<file path="config.mk">
export PLATFORM = sky130hd
export DESIGN_NAME = scanline_run_fill_generator_top
export DESIGN_NICKNAME = d
export VERILOG_FILES = /design/src/sv/slfg_pkg.sv /design/src/sv/slfg_front.sv /design/src/sv/slfg_queue.sv /design/src/sv/slfg_back.sv /design/src/sv/scanline_run_fill_generator_top.sv
export SDC_FILE = /design/constraint.sdc
export NUM_CORES = 1
export LEC_CHECK = 0
export BUFFER_PORTS_ARGS = -buffer_cell sky130_fd_sc_hd__buf_2
export CAP_MARGIN = 20
export CORE_MARGIN = 2
export CORE_UTILIZATION = 30
export CTS_CLUSTER_DIAMETER = 50
export CTS_CLUSTER_SIZE = 30
export DETAILED_ROUTE_END_ITERATION = 10
export GPL_TIMING_DRIVEN = 0
export PLACE_DENSITY_LB_ADDON = 0.25
export SYNTH_ARGS = -nofsm -noshare
export SYNTH_HDL_FRONTEND = slang
export SYNTH_SLANG_ARGS = --single-unit
</file>
<file path="constraint.sdc">
create_clock -name i_clk -period 11 [get_ports i_clk]
set_clock_uncertainty 0.1 [all_clocks]
set_input_delay 2.2 -clock i_clk [delete_from_list [all_inputs] [get_ports i_clk]]
set_output_delay 2.2 -clock i_clk [all_outputs]
set_load 0.01 [all_outputs]
</file>
<file path="src/sv/slfg_pkg.sv">
// Shared constants, register codes and the queue status struct of the scanline run fill generator.
`default_nettype none

package slfg_pkg;

    localparam int COORD_BITS_DEF  = 12;
    localparam int QUEUE_DEPTH_DEF = 4;
    localparam int COLOR_BITS      = 32;
    localparam int CFG_IDX_BITS    = 3;
    localparam int CFG_DATA_BITS   = 32;

    localparam logic [CFG_IDX_BITS-1:0] CFG_TRANSPARENT_KEY = 3'd0;
    localparam logic [CFG_IDX_BITS-1:0] CFG_CLIP_X          = 3'd1;
    localparam logic [CFG_IDX_BITS-1:0] CFG_CLIP_Y          = 3'd2;
    localparam logic [CFG_IDX_BITS-1:0] CFG_CLIP_WIDTH      = 3'd3;
    localparam logic [CFG_IDX_BITS-1:0] CFG_CLIP_HEIGHT     = 3'd4;

    // Status of the command queue as seen by the top level and the back part.
    typedef struct packed {
        logic full;
        logic empty;
    } t_q_stat;

endpackage

`default_nettype wire

</file>
<file path="src/sv/slfg_front.sv">
// Front part: configuration registers, run tracking and forming of fill commands per pixel.
`default_nettype none

module slfg_front
    import slfg_pkg::*;
#(
    parameter int COORD_BITS = COORD_BITS_DEF,
    parameter int RES_W      = 3 * COORD_BITS + 1 + COLOR_BITS
) (
    input  wire logic                     i_clk,
    input  wire logic                     i_rst_n,
    input  wire logic                     i_cfg_valid,
    input  wire logic [CFG_IDX_BITS-1:0]  i_cfg_index,
    input  wire logic [CFG_DATA_BITS-1:0] i_cfg_data,
    input  wire logic                     i_accept,
    input  wire logic [COLOR_BITS-1:0]    i_pixel_color,
    output logic                          o_push,
    output logic [2*RES_W:0]              o_record
);

    localparam int LW = COORD_BITS + 1;
    localparam logic [LW-1:0] COUNT_MAX = LW'(1) << COORD_BITS;
    localparam logic [LW-1:0] ONE_L     = LW'(1);

    logic [COLOR_BITS-1:0] r_key;
    logic [COORD_BITS-1:0] r_clip_x;
    logic [COORD_BITS-1:0] r_clip_y;
    logic [LW-1:0]         r_clip_w;
    logic [LW-1:0]         r_clip_h;

    logic [COORD_BITS-1:0] r_col, n_col;
    logic [COORD_BITS-1:0] r_row, n_row;
    logic [COORD_BITS-1:0] r_start, n_start;
    logic [COLOR_BITS-1:0] r_color, n_color;
    logic                  r_open, n_open;

    logic [LW-1:0]         eff_w, eff_h;
    logic                  close_a, start_new, cur_open, row_end, close_b;
    logic [COORD_BITS-1:0] cur_start;
    logic [COLOR_BITS-1:0] cur_color;
    logic [RES_W-1:0]      res_a, res_b;

    always_ff @(posedge i_clk) begin
        if (!i_rst_n) begin
            r_key    <= '0;
            r_clip_x <= '0;
            r_clip_y <= '0;
            r_clip_w <= ONE_L;
            r_clip_h <= ONE_L;
        end else if (i_cfg_valid) begin
            case (i_cfg_index)
                CFG_TRANSPARENT_KEY: r_key    <= i_cfg_data[COLOR_BITS-1:0];
                CFG_CLIP_X:          r_clip_x <= i_cfg_data[COORD_BITS-1:0];
                CFG_CLIP_Y:          r_clip_y <= i_cfg_data[COORD_BITS-1:0];
                CFG_CLIP_WIDTH:      r_clip_w <= i_cfg_data[LW-1:0];
                CFG_CLIP_HEIGHT:     r_clip_h <= i_cfg_data[LW-1:0];
                default: begin
                end
            endcase
        end
    end

    always_comb begin
        // A zero or oversize size means the full coordinate range.
        eff_w = r_clip_w;
        if (r_clip_w == '0 || (r_clip_w[COORD_BITS] && r_clip_w[COORD_BITS-1:0] != '0)) begin
            eff_w = COUNT_MAX;
        end
        eff_h = r_clip_h;
        if (r_clip_h == '0 || (r_clip_h[COORD_BITS] && r_clip_h[COORD_BITS-1:0] != '0)) begin
            eff_h = COUNT_MAX;
        end

        close_a   = r_open && (i_pixel_color != r_color);
        start_new = (!r_open || close_a) && (i_pixel_color != r_key);
        cur_open  = (r_open && !close_a) || start_new;
        cur_start = start_new ? r_col : r_start;
        cur_color = start_new ? i_pixel_color : r_color;
        row_end   = {1'b0, r_col} >= (eff_w - ONE_L);
        close_b   = row_end && cur_open;

        res_a = {r_clip_x + r_start, r_clip_y + r_row,
                 {1'b0, r_col} - {1'b0, r_start}, r_color};
        res_b = {r_clip_x + cur_start, r_clip_y + r_row,
                 {1'b0, r_col} + ONE_L - {1'b0, cur_start}, cur_color};

        o_push = i_accept && (close_a || close_b);
        // Record: second-result flag, second result, first result.
        if (close_a) begin
            o_record = {close_b, res_b, res_a};
        end else begin
            o_record = {1'b0, res_b, res_b};
        end

        n_start = cur_start;
        n_color = cur_color;
        n_open  = cur_open && !row_end;
        n_row   = r_row;
        if (row_end) begin
            n_col = '0;
            if ({1'b0, r_row} >= (eff_h - ONE_L)) begin
                n_row = '0;
            end else begin
                n_row = r_row + COORD_BITS'(1);
            end
        end else begin
            n_col = r_col + COORD_BITS'(1);
        end
    end

    always_ff @(posedge i_clk) begin
        if (!i_rst_n) begin
            r_col   <= '0;
            r_row   <= '0;
            r_start <= '0;
            r_color <= '0;
            r_open  <= 1'b0;
        end else if (i_accept) begin
            r_col   <= n_col;
            r_row   <= n_row;
            r_start <= n_start;
            r_color <= n_color;
            r_open  <= n_open;
        end
    end

endmodule

`default_nettype wire

</file>
<file path="src/sv/slfg_queue.sv">
// Short queue of command records between the front and back parts.
`default_nettype none

module slfg_queue
    import slfg_pkg::*;
#(
    parameter int DEPTH = QUEUE_DEPTH_DEF,
    parameter int WIDTH = 1
) (
    input  wire logic             i_clk,
    input  wire logic             i_rst_n,
    input  wire logic             i_push,
    input  wire logic [WIDTH-1:0] i_data,
    input  wire logic             i_pop,
    output logic [WIDTH-1:0]      o_data,
    output t_q_stat               o_stat
);

    localparam int PTR_W = (DEPTH > 1) ? $clog2(DEPTH) : 1;
    localparam int CNT_W = $clog2(DEPTH + 1);
    localparam logic [PTR_W-1:0] LAST_PTR = PTR_W'(DEPTH - 1);

    logic [WIDTH-1:0] mem [DEPTH];
    logic [PTR_W-1:0] r_wr_ptr, r_rd_ptr;
    logic [CNT_W-1:0] r_count;

    always_ff @(posedge i_clk) begin
        if (i_push) begin
            mem[r_wr_ptr] <= i_data;
        end
    end

    always_ff @(posedge i_clk) begin
        if (!i_rst_n) begin
            r_wr_ptr <= '0;
            r_rd_ptr <= '0;
            r_count  <= '0;
        end else begin
            if (i_push) begin
                r_wr_ptr <= (r_wr_ptr == LAST_PTR) ? '0 : r_wr_ptr + PTR_W'(1);
            end
            if (i_pop) begin
                r_rd_ptr <= (r_rd_ptr == LAST_PTR) ? '0 : r_rd_ptr + PTR_W'(1);
            end
            if (i_push && !i_pop) begin
                r_count <= r_count + CNT_W'(1);
            end else if (!i_push && i_pop) begin
                r_count <= r_count - CNT_W'(1);
            end
        end
    end

    assign o_data       = mem[r_rd_ptr];
    assign o_stat.full  = (r_count == CNT_W'(DEPTH));
    assign o_stat.empty = (r_count == '0);

endmodule

`default_nettype wire

</file>
<file path="src/sv/slfg_back.sv">
// Back part: output register that hands out the one or two commands of each record.
`default_nettype none

module slfg_back
    import slfg_pkg::*;
#(
    parameter int COORD_BITS = COORD_BITS_DEF,
    parameter int RES_W      = 3 * COORD_BITS + 1 + COLOR_BITS
) (
    input  wire logic               i_clk,
    input  wire logic               i_rst_n,
    input  wire t_q_stat            i_q_stat,
    input  wire logic [2*RES_W:0]   i_q_data,
    output logic                    o_q_pop,
    input  wire logic               i_pop,
    output logic                    o_empty,
    output logic [COORD_BITS-1:0]   o_run_x,
    output logic [COORD_BITS-1:0]   o_run_y,
    output logic [COORD_BITS:0]     o_run_length,
    output logic [COLOR_BITS-1:0]   o_run_color,
    output logic                    o_last_in_item
);

    logic [2*RES_W:0] r_rec;
    logic             r_valid, n_valid;
    logic             r_phase, n_phase;
    logic             two, finish, advance, load;
    logic [RES_W-1:0] cur;

    always_comb begin
        two     = r_rec[2*RES_W];
        finish  = i_pop && r_valid && (r_phase || !two);
        advance = i_pop && r_valid && !r_phase && two;
        load    = (!r_valid || finish) && !i_q_stat.empty;
        n_valid = load ? 1'b1 : (finish ? 1'b0 : r_valid);
        n_phase = (load || finish) ? 1'b0 : (advance ? 1'b1 : r_phase);
    end

    always_ff @(posedge i_clk) begin
        if (!i_rst_n) begin
            r_valid <= 1'b0;
            r_phase <= 1'b0;
        end else begin
            r_valid <= n_valid;
            r_phase <= n_phase;
        end
    end

    always_ff @(posedge i_clk) begin
        if (load) begin
            r_rec <= i_q_data;
        end
    end

    assign o_q_pop = load;
    assign cur     = r_phase ? r_rec[2*RES_W-1:RES_W] : r_rec[RES_W-1:0];
    assign o_empty = !r_valid;
    assign {o_run_x, o_run_y, o_run_length, o_run_color} = cur;
    assign o_last_in_item = r_phase || !two;

endmodule

`default_nettype wire

</file>
<file path="src/sv/scanline_run_fill_generator_top.sv">
// Top level of the scanline run fill generator: front part, command queue and back part.
//
// Pixels of a clipped rectangle enter in raster order through a queue-like port:
// a word is taken at a rising edge with push high and full low. Fill commands
// leave through a second queue-like port: while empty is low the oldest command
// is on the run ports, and it is taken at an edge with pop high.
// Each pixel gives no command, one, or two (a colour change and the end of the
// row in the same pixel); last_in_item marks the final command of a pixel.
// Configuration words are written through their own valid/ready channel, which
// is always ready; writes are meant for idle periods only.
// Throughput is one pixel per cycle while full is low; the run decision in the
// front part is combinational. A pixel's commands pass through the queue and the
// output register before they reach the run ports; a pixel with two commands holds
// the output port until both have been taken.
// When the receiver stalls, commands collect in the queue and full rises only
// once the queue is full and the output register is occupied.
// Synchronous reset clears run state and counters, empties the queue and the output
// register, and loads the configuration registers with their reset values.
`default_nettype none

module scanline_run_fill_generator_top
    import slfg_pkg::*;
#(
    parameter int COORD_BITS  = COORD_BITS_DEF,
    parameter int QUEUE_DEPTH = QUEUE_DEPTH_DEF
) (
    input  wire logic                     i_clk,
    input  wire logic                     i_rst_n,
    input  wire logic                     i_cfg_valid,
    output logic                          o_cfg_ready,
    input  wire logic [CFG_IDX_BITS-1:0]  i_cfg_index,
    input  wire logic [CFG_DATA_BITS-1:0] i_cfg_data,
    input  wire logic                     push,
    output logic                          full,
    input  wire logic [COLOR_BITS-1:0]    i_pixel_color,
    output logic                          empty,
    input  wire logic                     pop,
    output logic [COORD_BITS-1:0]         o_run_x,
    output logic [COORD_BITS-1:0]         o_run_y,
    output logic [COORD_BITS:0]           o_run_length,
    output logic [COLOR_BITS-1:0]         o_run_color,
    output logic                          o_last_in_item
);

    // One command: x, y, length and colour.
    localparam int RES_W = 3 * COORD_BITS + 1 + COLOR_BITS;
    // One record: a second-command flag followed by two commands.
    localparam int REC_W = 2 * RES_W + 1;

    t_q_stat          q_stat;
    logic             q_push, q_pop;
    logic [REC_W-1:0] q_wr_data, q_rd_data;
    logic             accept;

    // Configuration registers take a word in every cycle.
    assign o_cfg_ready = 1'b1;
    assign full        = q_stat.full;
    assign accept      = push && !q_stat.full;

    slfg_front #(
        .COORD_BITS (COORD_BITS),
        .RES_W      (RES_W)
    ) u_front (
        .i_clk         (i_clk),
        .i_rst_n       (i_rst_n),
        .i_cfg_valid   (i_cfg_valid),
        .i_cfg_index   (i_cfg_index),
        .i_cfg_data    (i_cfg_data),
        .i_accept      (accept),
        .i_pixel_color (i_pixel_color),
        .o_push        (q_push),
        .o_record      (q_wr_data)
    );

    slfg_queue #(
        .DEPTH (QUEUE_DEPTH),
        .WIDTH (REC_W)
    ) u_queue (
        .i_clk   (i_clk),
        .i_rst_n (i_rst_n),
        .i_push  (q_push),
        .i_data  (q_wr_data),
        .i_pop   (q_pop),
        .o_data  (q_rd_data),
        .o_stat  (q_stat)
    );

    slfg_back #(
        .COORD_BITS (COORD_BITS),
        .RES_W      (RES_W)
    ) u_back (
        .i_clk          (i_clk),
        .i_rst_n        (i_rst_n),
        .i_q_stat       (q_stat),
        .i_q_data       (q_rd_data),
        .o_q_pop        (q_pop),
        .i_pop          (pop),
        .o_empty        (empty),
        .o_run_x        (o_run_x),
        .o_run_y        (o_run_y),
        .o_run_length   (o_run_length),
        .o_run_color    (o_run_color),
        .o_last_in_item (o_last_in_item)
    );

endmodule

`default_nettype wire

</file>
# After elaboration in Yosys (flattened, before gate mapping)
# Memory sizes are Yosys's and may differ from the RTL's. A register that Yosys moved wholly into a read port is not among the register bits.
# Cells that the tools add are included.
# W data, S select, Z words.
[word_totals]
mem_count = 1
ramBits = 556
register_bits = 160
wordCells = 107
out_inout_bits = 73
[classes]
eq_ne = 9
magnitude_cmp = 2
n_mux = 16
reduce_logical = 49
addsub = 14
bitwise = 1
[memory_table]
columns = ["memory", "depth", "width", "rd", "rd_clocked_by_memory_dff", "write_ports", "line_no", "text"]
rows = [
  ["u_queue.mem", 4, 139, 1, 1, 1, "slfg_queue.sv:23", "logic [WIDTH-1:0] mem [DEPTH];"],
]
[ops]
columns = ["operator", "n"]
rows = [
  ["$mux W139", 1],
  ["$mux W69", 1],
  ["$ne A32 B32 Y1", 2],
  ["$add A12 B12 Y12", 3],
  ["$mux W12", 3],
  ["$mux W32", 1],
  ["$ge A12 B13 Y1", 2],
  ["$logic_not A13 Y1", 2],
  ["$mux W13", 2],
  ["$sub A13 B1 Y13 const B", 2],
  ["$add A12 B1 Y12 const B", 2],
  ["$reduce_bool A12 Y1", 2],
  ["$logic_and A1 B1 Y1", 16],
  ["$add A12 B1 Y13 const B", 1],
  ["$sub A12 B12 Y13", 1],
  ["$sub A13 B12 Y13", 1],
  ["$reduce_and A2 Y1", 6],
  ["$logic_not A1 Y1", 10],
  ["$logic_or A1 B1 Y1", 8],
  ["$eq A3 B2 Y1 const B", 2],
  ["$eq A3 B3 Y1 const B", 2],
  ["$logic_not A3 Y1", 2],
  ["$mux W3", 2],
  ["$add A2 B1 Y2 const B", 2],
  ["other kinds (9)", 15],
]

# Logic depth before layout (Yosys ltp)
[logic_depth]
depth_word = 13
ltp_mapped = 24

# By module
# From an unflattened synthesis, not the netlist that was laid out.
[hier_totals]
cells_unflattened = 2405
area_unflattened_um2 = 37591.1
[by_module_without_submodules]
columns = ["mod", "cells_per_inst", "area_per_inst_um2", "instances", "seq_area_each_um2"]
rows = [
  ["slfg_queue", 770, 20528.4, 1, 16876.2],
  ["slfg_front", 1403, 11563.6, 1, 3022.9],
  ["slfg_back", 229, 5474.0, 1, 4214.0],
  ["scanline_run_fill_generator_top", 3, 25.0, 1, 0.0],
]

# Worst setup path before layout
# OpenSTA, ideal clock, no wires.
[synth_path]
kind = "input-to-reg"
startpoint = "input pop"
endpoint = "register u_queue.r_count[2]"
stages = 9
slack_ps = 505
required_time_ps = 10824
arrival_ps = 10320
cell_sequence = "nand2_1 a21oi_1 inv_1 ha_1 inv_1 fa_1 xor2_1 or3_1 a21boi_0"
[synth_between]
elab_chain_len = 7
word_cells_on_any_way = 9
cone_classes = "1 x mux; 8 x reduce/logical"
[synth_rtl]
columns = ["element", "line_no", "text"]
rows = [
  ["start, declared", "scanline_run_fill_generator_top.sv:37", "input wire logic pop,"],
  ["$logic_and A1 B1 Y1 (*) (2 in series)", "slfg_back.sv:32", "finish = i_pop && r_valid && (r_phase || !two);"],
  ["$logic_or A1 B1 Y1 (*)", "slfg_back.sv:34", "load = (!r_valid || finish) && !i_q_stat.empty;"],
  ["$logic_and A1 B1 Y1 (*)", "slfg_back.sv:34", ""],
  ["named net q_pop", "scanline_run_fill_generator_top.sv:51", "logic q_push, q_pop;"],
  ["$logic_not A1 Y1", "slfg_queue.sv:45", "if (i_push && !i_pop) begin"],
  ["$logic_and A1 B1 Y1", "slfg_queue.sv:45", ""],
  ["$mux W3 / $reduce_bool A2 Y1 (equally long branches)", "n/a", ""],
  ["end signal, assigned", "slfg_queue.sv:46", "r_count <= r_count + CNT_W'(1);"],
  ["end signal, assigned", "slfg_queue.sv:48", "r_count <= r_count - CNT_W'(1);"],
  ["end, declared", "slfg_queue.sv:25", "logic [CNT_W-1:0] r_count;"],
]
# Mark *: on every way through the listed nets, which the timed path passes. The rest lies on a longest branch.
# A chain may end at the register's enable or synchronous reset.

# Final worst setup path
[layout_path]
startpoint = "input i_pixel_color[23]"
endpoint = "memory u_queue.mem[1][44] in the netlist's numbering (data pin)"
[layout_between]
elab_chain_len = 7
word_cells_on_any_way = 8
cone_classes = "1 x add/sub; 2 x eq/ne; 2 x mux; 3 x reduce/logical"
[layout_rtl]
columns = ["element", "line_no", "text"]
rows = [
  ["start, declared", "scanline_run_fill_generator_top.sv:35", "input wire logic [COLOR_BITS-1:0] i_pixel_color,"],
  ["$ne A32 B32 Y1", "slfg_front.sv:74", "close_a = r_open && (i_pixel_color != r_color);"],
  ["$logic_and A1 B1 Y1", "slfg_front.sv:74", ""],
  ["$logic_or A1 B1 Y1", "slfg_front.sv:75", "start_new = (!r_open || close_a) && (i_pixel_color != r_key);"],
  ["$logic_and A1 B1 Y1 (*)", "slfg_front.sv:75", ""],
  ["$mux W12 (*)", "slfg_front.sv:77", "cur_start = start_new ? r_col : r_start;"],
  ["named net u_front.cur_start[1]", "slfg_front.sv:39", "logic [COORD_BITS-1:0] cur_start;"],
  ["$sub A13 B12 Y13 (*)", "slfg_front.sv:85", "{1'b0, r_col} + ONE_L - {1'b0, cur_start}, cur_color};"],
  ["$mux W139 (*)", "slfg_front.sv:89", "if (close_a) begin"],
  ["named net q_wr_data[44]", "scanline_run_fill_generator_top.sv:52", "logic [REC_W-1:0] q_wr_data, q_rd_data;"],
  ["end, declared", "slfg_queue.sv:23", ""],
]
# Marks and branches as above.

==> impl_results.md <==
* Register bit total from synthesis at approximately 800
* Layout area overhead at 16.8%
* Critical Path AT at about 7.9 ns
* Final hold vios at 0
* Critical Path Source: i_pixel_color[23]
* Peak VDD IR at about 0.089 mV
* DP Worst Slack at ~2.9 ns
* Slew headroom at ~33%
* P_leak at 13.9 nW
* Hold_buf cts at 0
* DPL Wire Length at between 60000 and 70000 um
* Wire per inst at 21.4 um
* Ys flop type: edfxtp_1
* Register area share after synthesis at approximately 64%
* Cell chain of the critical path: buf_2 > xnor2_1 > nand4_1 > nor4_2 > nand3_1 > and2_1 > buf_6 > clkbuf_1 > a21oi_1 > inv_1 > ha_1 > inv_1 > ha_1 > a21o_1 > a21oi_1 > nor2b_1 > o41ai_1 > o21ai_0 > o41ai_1 > xor2_1 > a22o_1
* Starting Density at 30.3%
* Tightest Pin Transition at between 0.9 and 1 ns
* Syn Nets at 2498
* Synth warnings at 0
* Placed Area at around 38000 um2
* Worst setup EP type: flop
* Post-synth EDFFs at 635
* Setup Viol. Count Final at 0
* Top cell type's share of synthesized area at approximately 55%
* CTS tree: done
* RSZ-0062 raised after global routing: no
* Hold crit path type: reg2reg
* Clock Latency Late Sink at approximately 0.65 ns
* Max-cap violation count at 0
* H-tree levels at 3
* Period utilization at between 60% and 70%
* CP Max Fanout at 10
* Row count at between 100 and 150
* Largest net degree at the start of global routing at between 40 and 50
* Clk root buf: clkbuf_16
* Vert. Die Dim at 344 um
* CP max stage cell: nor4_2
* Reg2Reg Launch Point: u_front.r_color[23]
* Count of cell types in the netlist at just over 60
* Clock transition at path regs at ~0.06 ns
* Minimum clock period at 7.54 ns
* Grt total ovfl at 0
* Post-synth ARST share at 0%
* Post-synth top cells: edfxtp_1 (635), nand2_1 (236), dfxtp_1 (160), mux4_2 (127), mux2_2 (124)
* Vias/cell at around 4.8
* FMAX at ~130 MHz
* Worst reg2reg endpoint: u_queue.mem[1][44]
* Crit path depth at 21
* Final instance area at approximately 40000 um2
* Startpoint types: input port
* Final core area utilization at a little over a third
* Number of fill cells at roughly 11000
* Post-CTS Setup Bufs at 0
* Clock sinks at a little under 800
* Chip width at approximately 340 um
* Status: complete, no violations
* Share of layout cells above drive strength 1 at roughly 22%
* Inserted Clock Buffers at 73
* Worst setup endpoint: u_queue.mem[1][44]
* DR iter-0 viols at 1181
* Synthesized area at between 30000 and 40000 um2
* Drt drc at 0
* Setup TNS at 0 ns
* Cells after Synth at ~2300
* Synth area leaders: edfxtp_1 (55%), dfxtp_1 (9.2%), mux4_2 (8.3%)
* Final wirelength at 88800 um
* Vias in the first global route at just over 20000
* Cells on worst reg2reg path at 20
* Mean Syn Cell Area at 14.9 um2
* Post_cts resized at 0
* Slew Viols, Final at 0
* Total global-route track usage at between 10 and 15%
* Placer Congestion at approximately 0.84
* IO Count at about 150
* DIE AREA at 118000 um2
* Most frequent cell after synthesis: edfxtp_1
* PwrDens at approximately 220 nW/um2
* Initial antenna violation count at 6
* Vias at around 20000
* Setup ws final at 3.46 ns
* Port buffer count at between 100 and 150
* Internal reg-to-reg setup slack at roughly 4.8 ns
* Routed Antenna Nets at 0
* Total iterations of the first detailed-routing run at 5
* CP delay by family, top: compound AO/OA/AOI/OAI gates
* Critical path type: in2reg
* Delay of the slowest critical-path stage at around 0.53 ns
* Worst path bufs/invs at 5
* Worst Path Required at between 10 and 15 ns
* Fin Hold WS at around 0.38 ns
* Yosys top cell by area: edfxtp_1
* First-pass GRT wire length at about 130000 um
* Nets@finish at around 2700
* Core area at roughly 110000 um2
* Deepest clock path buffer count at 3
## state kept, by name (all words and copies together), names as in the netlist
signal,count
u_front.r_clip_y,12
u_back.r_valid,1
u_front.r_clip_x,12
u_front.r_color,32
u_front.r_start,12
u_front.r_key,32
u_queue.mem,508
u_front.r_col,12
u_front.r_clip_h,13
u_queue.r_rd_ptr,2
u_front.r_clip_w,13
u_front.r_open,1
u_queue.r_count,3
u_back.r_phase,1
u_back.r_rec,127
u_front.r_row,12
u_queue.r_wr_ptr,2
## cell families after synthesis
kind of cell    count (synthesis)  synth area share (%)
mux                           292                  13.5
fa+ha+maj                     108                  4.03
other cells                     1                0.0108
xor+xnor                      143                  3.61
flops                         795                  64.3
compound gates                276                  5.39
simple gates                  540                  7.39
buf+inv                       163                  1.82
## how the worst min path moves through the flow
stage,from,cells past startpoint,endpoint
2_1_floorplan,u_front.r_clip_w[10],2,u_front.r_clip_w[10]
3_3_place_gp,u_front.r_clip_y[0],2,u_front.r_clip_y[0]
3_5_place_dp,u_front.r_key[19],2,u_front.r_key[19]
4_1_cts,u_front.r_key[19],2,u_front.r_key[19]
5_1_grt,u_front.r_key[25],2,u_front.r_key[25]
6_report,u_front.r_clip_y[0],2,u_front.r_clip_y[0]
## metal layers
layer / vias up / share of wire (%) / global-route usage [%]
met5: - / 0.047 / 0
met4: 6 / 2.4 / 4.43
met3: 124 / 3.6 / 2.43
met2: 350 / 50 / 25.8
met1: 10200 / 44 / 19.4
li1: 9275 / - / -
## through the flow
stage | power [mW] | instances
3_3_place_gp | 6.29 | 3972
2_1_floorplan | 5.48 | 2318
4_1_cts | 9.11 | 4131
3_5_place_dp | 6.37 | 3995
6_report | 8.97 | 4140
5_1_grt | 9.40 | 4137
## report_power, final
group | switching (mW) | internal [mW]
clock network | 1.29 | 1.44
registers | 0.132 | 3.89
logic | 1.24 | 0.983
total | 2.66 | 6.32
## cell type report
| cell class | instances | area, um2 | share of cell area, % |
|---|---|---|---|
| sequential | 795 | 22300 | 55.0 |
| multi-input combinational | 1360 | 11800 | 29.1 |
| tap | 1512 | 1890 | 4.68 |
| clock buffer | 76 | 1860 | 4.59 |
| timing repair buffer | 169 | 1250 | 3.10 |
| clock inverter | 60 | 777 | 1.92 |
| buffer | 108 | 425 | 1.05 |
| inverter | 55 | 206 | 0.510 |
| antenna | 5 | 12.5 | 0.0309 |
## placed cells by master (no fill, tap or decap), types with 9 or more instances in the layout
cell       instances
o21ai_0           53
clkinv_8          13
mux2i_1           41
o21a_1             9
buf_2            149
ha_1             102
buf_16             9
nor2_1            78
buf_8             13
inv_6             10
mux2_2           124
a21oi_1           53
nand2b_1          19
inv_1             55
dfxtp_1          160
edfxtp_1         635
or3_1             12
a21boi_0          87
nand4_1           27
and3_1            15
xor2_1            41
nor3_1            30
xnor2_1          102
inv_8             12
clkbuf_16         74
clkbuf_1          76
nand3_1           25
nor2b_1           57
mux4_2           127
buf_1             25
and2_1             9
o211a_1           13
a21o_1            12
nor4_1            11
nand2_1          236
## worst reg2reg max path: cells and delay by family (launching register included)
kind	cells	cell delay [ns]
buf+inv	4	0.60
fa+ha+maj	2	0.48
compound gates	7	2.19
flops	1	0.38
simple gates	5	1.47
xor+xnor	2	0.81
Power figures use the tool's default switching activity.
